===== config.mk =====
export PLATFORM = sky130hd
export DESIGN_NAME = vector_range_reserver
export DESIGN_NICKNAME = d
export VERILOG_FILES = /design/src/rtl/vrr_pkg.sv /design/src/rtl/vector_range_reserver.sv /design/src/rtl/vrr_ctrl.sv /design/src/rtl/vrr_dpath.sv
export SDC_FILE = /design/constraint.sdc
export NUM_CORES = 1
export LEC_CHECK = 0
export BUFFER_PORTS_ARGS = -buffer_cell sky130_fd_sc_hd__clkbuf_2
export CORE_MARGIN = 3
export CORE_UTILIZATION = 45
export DETAILED_ROUTE_END_ITERATION = 16
export HOLD_SLACK_MARGIN = 0.03
export PLACE_DENSITY = 0.74
export SLEW_MARGIN = 20
export SYNTH_ARGS = -nofsm -noshare
export SYNTH_HDL_FRONTEND = slang
export SYNTH_SLANG_ARGS = --single-unit
export TNS_END_PERCENT = 10

===== constraint.sdc =====
create_clock -name clk_i -period 6 [get_ports clk_i]
set_input_delay 0.3 -clock clk_i [delete_from_list [all_inputs] [get_ports clk_i]]
set_output_delay 0.3 -clock clk_i [all_outputs]
set_load 0.03 [all_outputs]

===== src/rtl/vrr_pkg.sv =====
package vrr_pkg;

  localparam int unsigned NumVectorsDef = 256;
  localparam int unsigned FirstVec      = 32;

  localparam logic [1:0] OP_MARK  = 2'd0;
  localparam logic [1:0] OP_TEST  = 2'd1;
  localparam logic [1:0] OP_FIND  = 2'd2;
  localparam logic [1:0] OP_CLEAR = 2'd3;

  typedef struct packed {
    logic cap;
    logic clr_wr;
    logic mark_wr;
    logic rd_vec;
    logic rd_run;
    logic find_init;
    logic hit_adv;
    logic run_inc;
    logic set_found;
    logic set_used;
    logic out_load;
  } cmd_t;

  typedef struct packed {
    logic [1:0] op;
    logic       clr_last;
    logic       cand_ok;
    logic       run_full;
    logic       min_ok;
    logic       bit_used;
  } sts_t;

endpackage


===== src/rtl/vector_range_reserver.sv =====
// Vector range reserver: a map of NUM_VECTORS used flags for interrupt vectors.
// Input channel (in_valid_i / in_stall_o) carries op_i, vector_i, count_i,
// min_count_i and aligned_i; a transfer happens when valid is high and stall low.
// Ops: mark vector used, test vector, find a free range from vector 32 up,
// clear the whole map. Every op returns one result on the output channel
// (out_valid_o / out_stall_i): range_start_o, range_length_o, vector_used_o.
// One item is in work at a time; the map is a single-port bit memory and each
// step costs one access. Mark writes the vector's flag, test reads it, clear
// sweeps every flag of the map, and find reads the map one bit at a time from
// vector 32 up, evaluating each bit before it reads the next.
// The scan never revisits a bit, so a find is bounded by the map size.
// After reset the block sweeps every flag of the map clear with the input
// stalled. A finished result waits in the output register while the
// receiver stalls; the next input is taken meanwhile, and its result waits
// until the pending one has been transferred.
module vector_range_reserver
  import vrr_pkg::*;
#(
  parameter int unsigned NUM_VECTORS = NumVectorsDef
) (
  input  logic       clk_i,
  input  logic       rst_ni,
  input  logic       in_valid_i,
  output logic       in_stall_o,
  input  logic [1:0] op_i,
  input  logic [7:0] vector_i,
  input  logic [7:0] count_i,
  input  logic [7:0] min_count_i,
  input  logic       aligned_i,
  output logic       out_valid_o,
  input  logic       out_stall_i,
  output logic [7:0] range_start_o,
  output logic [7:0] range_length_o,
  output logic       vector_used_o
);

  cmd_t cmd;
  sts_t sts;

  vrr_ctrl u_ctrl (
    .clk_i       (clk_i),
    .rst_ni      (rst_ni),
    .in_valid_i  (in_valid_i),
    .in_stall_o  (in_stall_o),
    .out_valid_o (out_valid_o),
    .out_stall_i (out_stall_i),
    .sts_i       (sts),
    .cmd_o       (cmd)
  );

  vrr_dpath #(
    .NUM_VECTORS (NUM_VECTORS)
  ) u_dpath (
    .clk_i          (clk_i),
    .rst_ni         (rst_ni),
    .op_i           (op_i),
    .vector_i       (vector_i),
    .count_i        (count_i),
    .min_count_i    (min_count_i),
    .aligned_i      (aligned_i),
    .cmd_i          (cmd),
    .sts_o          (sts),
    .range_start_o  (range_start_o),
    .range_length_o (range_length_o),
    .vector_used_o  (vector_used_o)
  );

endmodule


===== src/rtl/vrr_ctrl.sv =====
module vrr_ctrl
  import vrr_pkg::*;
(
  input  logic clk_i,
  input  logic rst_ni,
  input  logic in_valid_i,
  output logic in_stall_o,
  output logic out_valid_o,
  input  logic out_stall_i,
  input  sts_t sts_i,
  output cmd_t cmd_o
);

  localparam logic [2:0] S_INIT   = 3'd0;
  localparam logic [2:0] S_IDLE   = 3'd1;
  localparam logic [2:0] S_EXEC   = 3'd2;
  localparam logic [2:0] S_TEV    = 3'd3;
  localparam logic [2:0] S_CHECK  = 3'd4;
  localparam logic [2:0] S_EVAL   = 3'd5;
  localparam logic [2:0] S_CLRALL = 3'd6;
  localparam logic [2:0] S_DONE   = 3'd7;

  logic [2:0] state_q, state_d;
  logic       out_valid_q, out_valid_d;
  cmd_t       cmd;

  always_comb begin
    state_d = state_q;
    cmd     = '0;
    case (state_q)
      S_INIT: begin
        cmd.clr_wr = 1'b1;
        if (sts_i.clr_last) state_d = S_IDLE;
      end
      S_IDLE: begin
        if (in_valid_i) begin
          cmd.cap = 1'b1;
          state_d = S_EXEC;
        end
      end
      S_EXEC: begin
        case (sts_i.op)
          OP_MARK: begin
            cmd.mark_wr = 1'b1;
            state_d     = S_DONE;
          end
          OP_TEST: begin
            cmd.rd_vec = 1'b1;
            state_d    = S_TEV;
          end
          OP_FIND: begin
            cmd.find_init = 1'b1;
            state_d       = S_CHECK;
          end
          default: state_d = S_CLRALL;
        endcase
      end
      S_TEV: begin
        cmd.set_used = 1'b1;
        state_d      = S_DONE;
      end
      S_CHECK: begin
        if (!sts_i.cand_ok) begin
          state_d = S_DONE;
        end else if (sts_i.run_full) begin
          cmd.set_found = 1'b1;
          state_d       = S_DONE;
        end else begin
          cmd.rd_run = 1'b1;
          state_d    = S_EVAL;
        end
      end
      S_EVAL: begin
        state_d = S_CHECK;
        if (sts_i.bit_used) begin
          if (sts_i.min_ok) begin
            cmd.set_found = 1'b1;
            state_d       = S_DONE;
          end else begin
            cmd.hit_adv = 1'b1;
          end
        end else begin
          cmd.run_inc = 1'b1;
        end
      end
      S_CLRALL: begin
        cmd.clr_wr = 1'b1;
        if (sts_i.clr_last) state_d = S_DONE;
      end
      S_DONE: begin
        if (!out_valid_q || !out_stall_i) begin
          cmd.out_load = 1'b1;
          state_d      = S_IDLE;
        end
      end
      default: state_d = S_INIT;
    endcase
  end

  always_comb begin
    out_valid_d = out_valid_q;
    if (out_valid_q && !out_stall_i) out_valid_d = 1'b0;
    if (cmd.out_load) out_valid_d = 1'b1;
  end

  always_ff @(posedge clk_i or negedge rst_ni) begin
    if (!rst_ni) begin
      state_q     <= S_INIT;
      out_valid_q <= 1'b0;
    end else begin
      state_q     <= state_d;
      out_valid_q <= out_valid_d;
    end
  end

  assign in_stall_o  = (state_q != S_IDLE);
  assign out_valid_o = out_valid_q;
  assign cmd_o       = cmd;

  a_load_free: assert property (@(posedge clk_i) disable iff (!rst_ni)
    cmd.out_load |-> !(out_valid_q && out_stall_i))
    else $error("result loaded over a pending transfer");

  a_accept_exec: assert property (@(posedge clk_i) disable iff (!rst_ni)
    (in_valid_i && !in_stall_o) |=> (state_q == S_EXEC))
    else $error("accepted transfer not dispatched");

  a_eval_after_check: assert property (@(posedge clk_i) disable iff (!rst_ni)
    (state_q == S_EVAL) |-> ($past(state_q) == S_CHECK))
    else $error("scan evaluate without read");

  a_out_from_done: assert property (@(posedge clk_i) disable iff (!rst_ni)
    $rose(out_valid_q) |-> ($past(state_q) == S_DONE))
    else $error("result valid outside done");

endmodule


===== src/rtl/vrr_dpath.sv =====
module vrr_dpath
  import vrr_pkg::*;
#(
  parameter int unsigned NUM_VECTORS = NumVectorsDef
) (
  input  logic       clk_i,
  input  logic       rst_ni,
  input  logic [1:0] op_i,
  input  logic [7:0] vector_i,
  input  logic [7:0] count_i,
  input  logic [7:0] min_count_i,
  input  logic       aligned_i,
  input  cmd_t       cmd_i,
  output sts_t       sts_o,
  output logic [7:0] range_start_o,
  output logic [7:0] range_length_o,
  output logic       vector_used_o
);

  localparam int unsigned AW = $clog2(NUM_VECTORS);
  localparam int unsigned SW = $clog2(NUM_VECTORS + 256);

  logic          mem [NUM_VECTORS];

  logic [1:0]    op_q;
  logic [7:0]    vec_q, cnt_q, minc_q;
  logic          algn_q;
  logic [SW-1:0] s_q;
  logic [7:0]    n_q;
  logic [AW-1:0] clr_ptr_q;
  logic          rdata_q;
  logic [7:0]    res_start_q, res_len_q;
  logic          res_used_q;
  logic [7:0]    out_start_q, out_len_q;
  logic          out_used_q;

  logic [SW-1:0] vec_ext, run_sum, cand_sum, s_next;
  logic          vec_ok, we, wd, re;
  logic [AW-1:0] wa, ra;

  assign vec_ext  = SW'(vec_q);
  assign vec_ok   = vec_ext < SW'(NUM_VECTORS);
  assign run_sum  = s_q + SW'(n_q);
  assign cand_sum = s_q + SW'(cnt_q);
  assign s_next   = algn_q ? cand_sum : run_sum + SW'(1);

  assign we = cmd_i.clr_wr | (cmd_i.mark_wr & vec_ok);
  assign wa = cmd_i.clr_wr ? clr_ptr_q : vec_ext[AW-1:0];
  assign wd = ~cmd_i.clr_wr;
  assign re = cmd_i.rd_run | (cmd_i.rd_vec & vec_ok);
  assign ra = cmd_i.rd_vec ? vec_ext[AW-1:0] : run_sum[AW-1:0];

  always_ff @(posedge clk_i) begin
    if (we) mem[wa] <= wd;
    if (re) rdata_q <= mem[ra];
  end

  always_ff @(posedge clk_i or negedge rst_ni) begin
    if (!rst_ni) begin
      clr_ptr_q <= '0;
    end else if (cmd_i.clr_wr) begin
      if (sts_o.clr_last) clr_ptr_q <= '0;
      else                clr_ptr_q <= clr_ptr_q + AW'(1);
    end
  end

  always_ff @(posedge clk_i) begin
    if (cmd_i.cap) begin
      op_q        <= op_i;
      vec_q       <= vector_i;
      cnt_q       <= count_i;
      minc_q      <= min_count_i;
      algn_q      <= aligned_i;
      res_start_q <= '0;
      res_len_q   <= '0;
      res_used_q  <= 1'b0;
    end
    if (cmd_i.find_init) begin
      s_q <= SW'(FirstVec);
      n_q <= '0;
    end
    if (cmd_i.hit_adv) begin
      s_q <= s_next;
      n_q <= '0;
    end
    if (cmd_i.run_inc) n_q <= n_q + 8'd1;
    if (cmd_i.set_found) begin
      res_start_q <= s_q[7:0];
      res_len_q   <= n_q;
    end
    if (cmd_i.set_used) res_used_q <= rdata_q & vec_ok;
    if (cmd_i.out_load) begin
      out_start_q <= res_start_q;
      out_len_q   <= res_len_q;
      out_used_q  <= res_used_q;
    end
  end

  assign sts_o.op       = op_q;
  assign sts_o.clr_last = (clr_ptr_q == AW'(NUM_VECTORS - 1));
  assign sts_o.cand_ok  = cand_sum < SW'(NUM_VECTORS);
  assign sts_o.run_full = (n_q == cnt_q);
  assign sts_o.min_ok   = (n_q >= minc_q);
  assign sts_o.bit_used = rdata_q;

  assign range_start_o  = out_start_q;
  assign range_length_o = out_len_q;
  assign vector_used_o  = out_used_q;

endmodule

**Word-level counts from Yosys, hierarchy flattened**

Memories as Yosys holds them, arrays and structs flattened. A register that Yosys moved wholly into a read port is not among the register bits.
Index checks and enable logic that the tools add are counted.

- Output and inout port bits: 19
- Register bits: 90
- Memory bits (writable): 256
- Memories kept: 1
- Input bits: 31

Memories:

| memory | depth | bits a word | read ports | clocked after Yosys merged registers in | write ports | line | text |
|---|---|---|---|---|---|---|---|
| u_dpath.mem | 256 | 1 | 1 | 1 | 1 | vrr_dpath.sv:23 | `logic mem [NUM_VECTORS];` |

- Add/subtract/negate cells: 5
- Equality and inequality tests: 16
- Mux-type cells: 51
- Reduce and logical (&&, ||, !) cells: 13
- Bitwise operators: 6
- Magnitude comparators: 3

Operator list:

| kind | count |
|---|---|
| $mux W8 | 9 |
| $mux W9 | 3 |
| $mux W1 | 26 |
| $pmux W3 S8 | 1 |
| $add A9 B8 Y9 | 2 |
| $add A8 B1 Y8 const B | 2 |
| $mux W3 | 5 |
| $eq A3 B3 Y1 const B | 4 |
| $mux W2 | 5 |
| $add A9 B1 Y9 const B | 1 |
| $lt A8 B9 Y1 const B | 1 |
| $lt A9 B9 Y1 const B | 1 |
| $pmux W3 S3 | 1 |
| $eq A8 B8 Y1 | 1 |
| $eq A8 B8 Y1 const B | 1 |
| $ge A8 B8 Y1 | 1 |
| $reduce_bool A2 Y1 | 4 |
| $eq A3 B2 Y1 const B | 2 |
| $ne A2 B2 Y1 const B | 3 |
| $reduce_and A4 Y1 | 1 |
| $and A1 B1 Y1 | 3 |
| $eq A3 B1 Y1 const B | 1 |
| $logic_not A3 Y1 | 1 |
| $ne A3 B1 Y1 const B | 1 |
| 12 further kinds | 14 |

**Longest topological paths before layout**

- Word-level depth: 7
- Gate-level depth with buffers: 13
- Mapped depth without buffers: 11

**Cells and area by module**

Synthesis repeated with hierarchy kept, for this count alone.

- Cells, all modules: 1229
- Area, all modules: 16460.8 um^2

Modules (own cells, without submodules):

| module | sequential area each (um^2) | instances | area an instance (um^2) | cells each |
|---|---|---|---|---|
| vrr_dpath | 10259.8 | 1 | 16037.9 | 1178 |
| vrr_ctrl | 100.1 | 1 | 422.9 | 51 |

**Worst setup path after synthesis**

No wires, ideal clock.

- Path type: reg-to-reg
- Start: register u_ctrl.state_q[1]
- End: memory u_dpath.mem[196], enable pin
- Data arrival time: 6.007 ns
- Period minus slack after synthesis: 6.307 ns
- Buffers on the path: 3
- Stages on the path, launching flop included: 11
- Slack: -0.307 ns
- Cell sequence: dfrtp_1 -> clkbuf_1 -> nand2_1 -> a21oi_1 -> clkinv_1 -> clkbuf_1 -> nand3_1 -> o21ai_0 -> nand2_1 -> clkbuf_1 -> nor2_1

- Longest elaborated chain between the ends: 6
- Elaborated cells between the ends (all ways): 11
- Those cells by class: eq/ne (2); mux (5); bitwise (2); reduce/logical (2)

RTL lines:

| what | line | text |
|---|---|---|
| start, declared | vrr_ctrl.sv:23 | `logic [2:0] state_q, state_d;` |
| start signal, assigned | vrr_ctrl.sv:111 | `state_q <= state_d;` |
| $eq A3 B3 Y1, or another cell as far along | vrr_ctrl.sv:30 | `case (state_q)` |
| $reduce_or A2 Y1 (no line) / $mux W2 (equally long branches) | - |  |
| $mux W1 / $and A1 B1 Y1 (equally long branches) | vrr_ctrl.sv:30, vrr_dpath.sv:47 |  |
| $or A1 B1 Y1 | vrr_dpath.sv:47 | `assign we = cmd_i.clr_wr \| (cmd_i.mark_wr & vec_ok);` |
| $mux W1 | vrr_dpath.sv:54 | `if (we) mem[wa] <= wd;` |
| $mux W1 (not written as such) | vrr_dpath.sv:54 |  |
| end, declared | vrr_dpath.sv:23 |  |

Parallel ways exist; a longest one is shown, timed or not.

**Worst setup path after layout**

- Start: register u_ctrl.state_q[1]
- End: register u_dpath.rdata_q (read register of u_dpath.mem) (data pin)

- Longest elaborated chain between the ends: 4
- Elaborated cells between the ends (all ways): 7
- Those cells by class: eq/ne (2); mux (3); bitwise (2)

RTL lines:

| what | line | text |
|---|---|---|
| $eq A3 B2 Y1 | vrr_ctrl.sv:30 |  |
| $mux W2 | vrr_ctrl.sv:30 |  |
| $and A1 B1 Y1 | vrr_dpath.sv:50 | `assign re = cmd_i.rd_run \| (cmd_i.rd_vec & vec_ok);` |
| $or A1 B1 Y1 | vrr_dpath.sv:50 |  |
| end, declared | vrr_dpath.sv:31 | `logic rdata_q;` |

Parallel ways exist; a longest one is shown, timed or not.
A chain may end at the register's enable or synchronous reset.

==> results.sh <==
export IMPL_drtIter0Drc=1216
export IMPL_overflow=0
export IMPL_finalHoldViolCount=0
export IMPL_required_ns=6.37
export IMPL_max_clock_path_buffers=3
export IMPL_status="complete, no violations"
export IMPL_layout_nets=1425
export IMPL_synth_seq_cells=347
export IMPL_switching_share_pct=38.5
export IMPL_peakVddDrop_mv=0.289
export IMPL_dp_hpwl_microns=24500
export IMPL_cts_tree="done"
export IMPL_final_cells=1851
export IMPL_grt_pass1_vias=10800
export IMPL_hp_class="input port to flip-flop"
export IMPL_dieArea_sq_um=38600
export IMPL_wire_per_inst_microns=22.0
export IMPL_period_needed_ns=4.49
export IMPL_start_kind="flip-flop"
export IMPL_fin_tns_setup_ns=0
export IMPL_grt_pass1_wl_microns=61400
export IMPL_die_x_microns=196
export IMPL_synth_top_area_share_pct=61.6
export IMPL_initial_core_util_pct=45.8
export IMPL_yosysTopAreaCell="edfxtp_1"
export IMPL_internal_power_mw=5.81
export IMPL_ant_nets=0
export IMPL_power_density_nw_per_um2=512
export IMPL_yosys_most_used_dff="edfxtp_1"
export IMPL_rows=69
export IMPL_synth_area_leaders="edfxtp_1 (62%), nor2_1 (6.9%), mux4_2 (4.6%), nand2_1 (2.3%), ha_1 (2.1%)"
export IMPL_synth_fa_ha_area_share_pct=2.32
export IMPL_critPathArrivalTime_ns=4.86
export IMPL_cap_violations=0
export IMPL_antenna_found_initial=1
export IMPL_core_sq_um=35700
export IMPL_die_h_microns=196
export IMPL_clkLatencyLatePin_ns=0.55
export IMPL_setup_violations=0
export IMPL_synth_edf_count=335
export IMPL_wirelength_microns=40700
export IMPL_htreeDepth=2
export IMPL_timing_final_ws_setup_ns=1.51
export IMPL_layout_commonest_cell="edfxtp_1"
export IMPL_slew_headroom_pct=19.9
export IMPL_combinationalPowerShare_pct=40.3
export IMPL_vias_per_cell=6.06
export IMPL_diodes=0
export IMPL_yosysSeqAreaShare_pct=63.5
export IMPL_cts_made_buffers=37
export IMPL_synth_top_family_by_area="simple AND/OR/NAND/NOR gates"
export IMPL_grt_usage_pct=20.6
export IMPL_num_fill_cells=2910
export IMPL_synthSimpleGateAreaFrac_pct=15.2
export IMPL_dr_pass1_iters=5
export IMPL_place_ws_ns=1.62
export IMPL_power_leakage_nw=6.06
export IMPL_synth_xor_area_share_pct=2.04
export IMPL_cp_end_kind="flip-flop"
export IMPL_dp_cells=1758
export IMPL_cts_resized=0
export IMPL_timing_reg2reg_setup_slack_ns=1.51
export IMPL_rsz0062_at_grt="no"
export IMPL_port_buffers=49
export IMPL_seqPwrFrac_pct=35.2
export IMPL_yosysUniqueCellTypes=76
export IMPL_clkTransAtPathRegs_ns=0.06
export IMPL_power_clock_fraction_pct=24.5
export IMPL_fmax_mhz=223
export IMPL_finalClockSkew_ns=0.0264
export IMPL_synthCells=1304
export IMPL_place_gp_congestion=0.881
export IMPL_synthesis_nets=1364
export IMPL_synth_compound_area_share_pct=8.72
export IMPL_ys_warn_count=0
export IMPL_areaGrowthSynthToFinish_pct=13.1
export IMPL_finalCritPeriodShare_pct=74.9
export IMPL_clock_sinks=347
export IMPL_layout_common_cells="edfxtp_1 (335), nor2_1 (300), nand2_1 (98)"
export IMPL_vias=11200
export IMPL_drive_above_1_share_pct=12.5
export IMPL_drc_errors=0
export IMPL_root_buffer="clkbuf_16"
export IMPL_p_sw_mw=3.64
export IMPL_io_pins=50
export IMPL_synth_mux_area_share_pct=5.85
export IMPL_timing_final_max_slew_violations=0
export IMPL_worst_slew_pin_slew_ns=1.20
export IMPL_avgSynthCellArea_sq_um=12.5
export IMPL_ys_async_sr_fraction_pct=3.46
export IMPL_grt_max_degree=184
export IMPL_critPathKind="flip-flop to flip-flop"
export IMPL_synth_area_sq_um=16300
export IMPL_crit_fanout=27
==> area by class of cell <==
| cell class | instances | area (sq um) | area share [%] |
|---|---|---|---|
| flip-flops and latches | 347 | 10400 | 56.1 |
| multi-input cells | 865 | 5570 | 30.2 |
| clock buffers | 46 | 960 | 5.20 |
| repair buffers | 93 | 648 | 3.51 |
| well taps | 461 | 577 | 3.12 |
| clock inverters | 18 | 263 | 1.42 |
| inverters | 21 | 86.3 | 0.468 |
==> critical path, cell delays in order (launching register included) <==
cell	delay, ns
dfrtp_1	0.54
nor3b_4	0.64
nand2_1	0.54
nand2_2	0.66
buf_4	0.48
mux2i_1	0.14
a2111o_1	0.42
o2111a_1	0.25
a311oi_1	0.37
a32oi_1	0.10
mux2i_1	0.18
==> through the flow <==
step                      area [sq um]  util, %  power, mW  hold WS [ns]
after floorplan                  16300        -       5.99       0.00441
after global placement           16900     47.5       6.99         0.196
after detailed placement         16900     47.5       7.07         0.206
after CTS                        18500     51.8       9.40         0.110
after global routing             18500     51.8       9.84         0.155
final                            18500     51.8       9.45         0.130
==> state kept, by name (all words and copies together), names as in the netlist <==
| name | flops |
|---|---|
| u_dpath.algn_q | 1 |
| u_dpath.clr_ptr_q | 8 |
| u_dpath.rdata_q | 1 |
| u_dpath.mem | 256 |
| u_dpath.res_used_q | 1 |
| u_ctrl.out_valid_o | 1 |
| u_dpath.res_len_q | 8 |
| u_dpath.s_q | 9 |
| u_dpath.vec_q | 8 |
| u_dpath.res_start_q | 8 |
| u_ctrl.state_q | 3 |
| u_dpath.op_q | 2 |
| u_dpath.vector_used_o | 1 |
| u_dpath.n_q | 8 |
| u_dpath.minc_q | 8 |
| u_dpath.cnt_q | 8 |
| u_dpath.range_start_o | 8 |
| u_dpath.range_length_o | 8 |
==> layer usage <==
metal,vias up,GRT usage [%],share of wire (%)
met2,552,33.5,47
met3,119,4.89,9.9
met1,5566,27.3,39
li1,4972,-,-
met5,-,0,0.032
met4,2,7.18,3.4
==> what timing repair did <==
| action | CTS | global route |
|---|---|---|
| hold buffers | 29 | 0 |
| buffers inserted | 0 | 0 |
| endpoints found under the hold margin | 40 | 0 |
==> cells by family (layout without fill, tap and decap cells) <==
| kind of cell | after synthesis | in the layout |
|---|---|---|
| xor+xnor | 38 | 38 |
| fa+ha+maj | 29 | 29 |
| simple gates | 551 | 551 |
| compound gates | 198 | 198 |
| mux | 49 | 49 |
| buf+inv | 92 | 178 |
| flops | 347 | 347 |
==> power groups by stage <==
stage / clock [mW] / combinational (mW) / sequential (mW)
floorplan: 0 / 2.58 / 3.40
global placement: 0 / 3.63 / 3.37
detailed placement: 0 / 3.70 / 3.37
CTS: 2.33 / 3.75 / 3.32
global route: 2.42 / 4.08 / 3.35
finish: 2.31 / 3.81 / 3.33
==> cells in the mapped netlist, types with 12 or more instances <==
master and number:
a211oi_1 29, a21o_1 14, a21oi_1 26, a22oi_1 14, and3_1 26, buf_2 12, clkbuf_1 51, dfrtp_1 12
edfxtp_1 335, ha_1 27, inv_1 20, mux4_2 33, nand2_1 98, nand3_1 37, nand3b_1 13, nor2_1 301
nor2b_1 18, o21ai_0 29, xnor2_1 12, xor2_1 26
==> worst paths after layout <==
check,cells past startpoint,from,endpoint
max,10,u_ctrl.state_q[1]$_DFFE_PN0P_,u_dpath.rdata_q$_DFFE_PP_
min,3,in_valid_i,u_ctrl.state_q[1]$_DFFE_PN0P_
max reg2reg,10,u_ctrl.state_q[1]$_DFFE_PN0P_,u_dpath.rdata_q$_DFFE_PP_
min reg2reg,0,u_dpath.res_used_q$_SDFFCE_PN0P_,u_dpath.vector_used_o$_DFFE_PP_
max in group asynchronous,2,rst_ni,u_ctrl.state_q[2]$_DFFE_PN0P_
min in group asynchronous,2,rst_ni,u_dpath.clr_ptr_q[5]$_DFFE_PN0N_
Power figures use the tool's default switching activity.
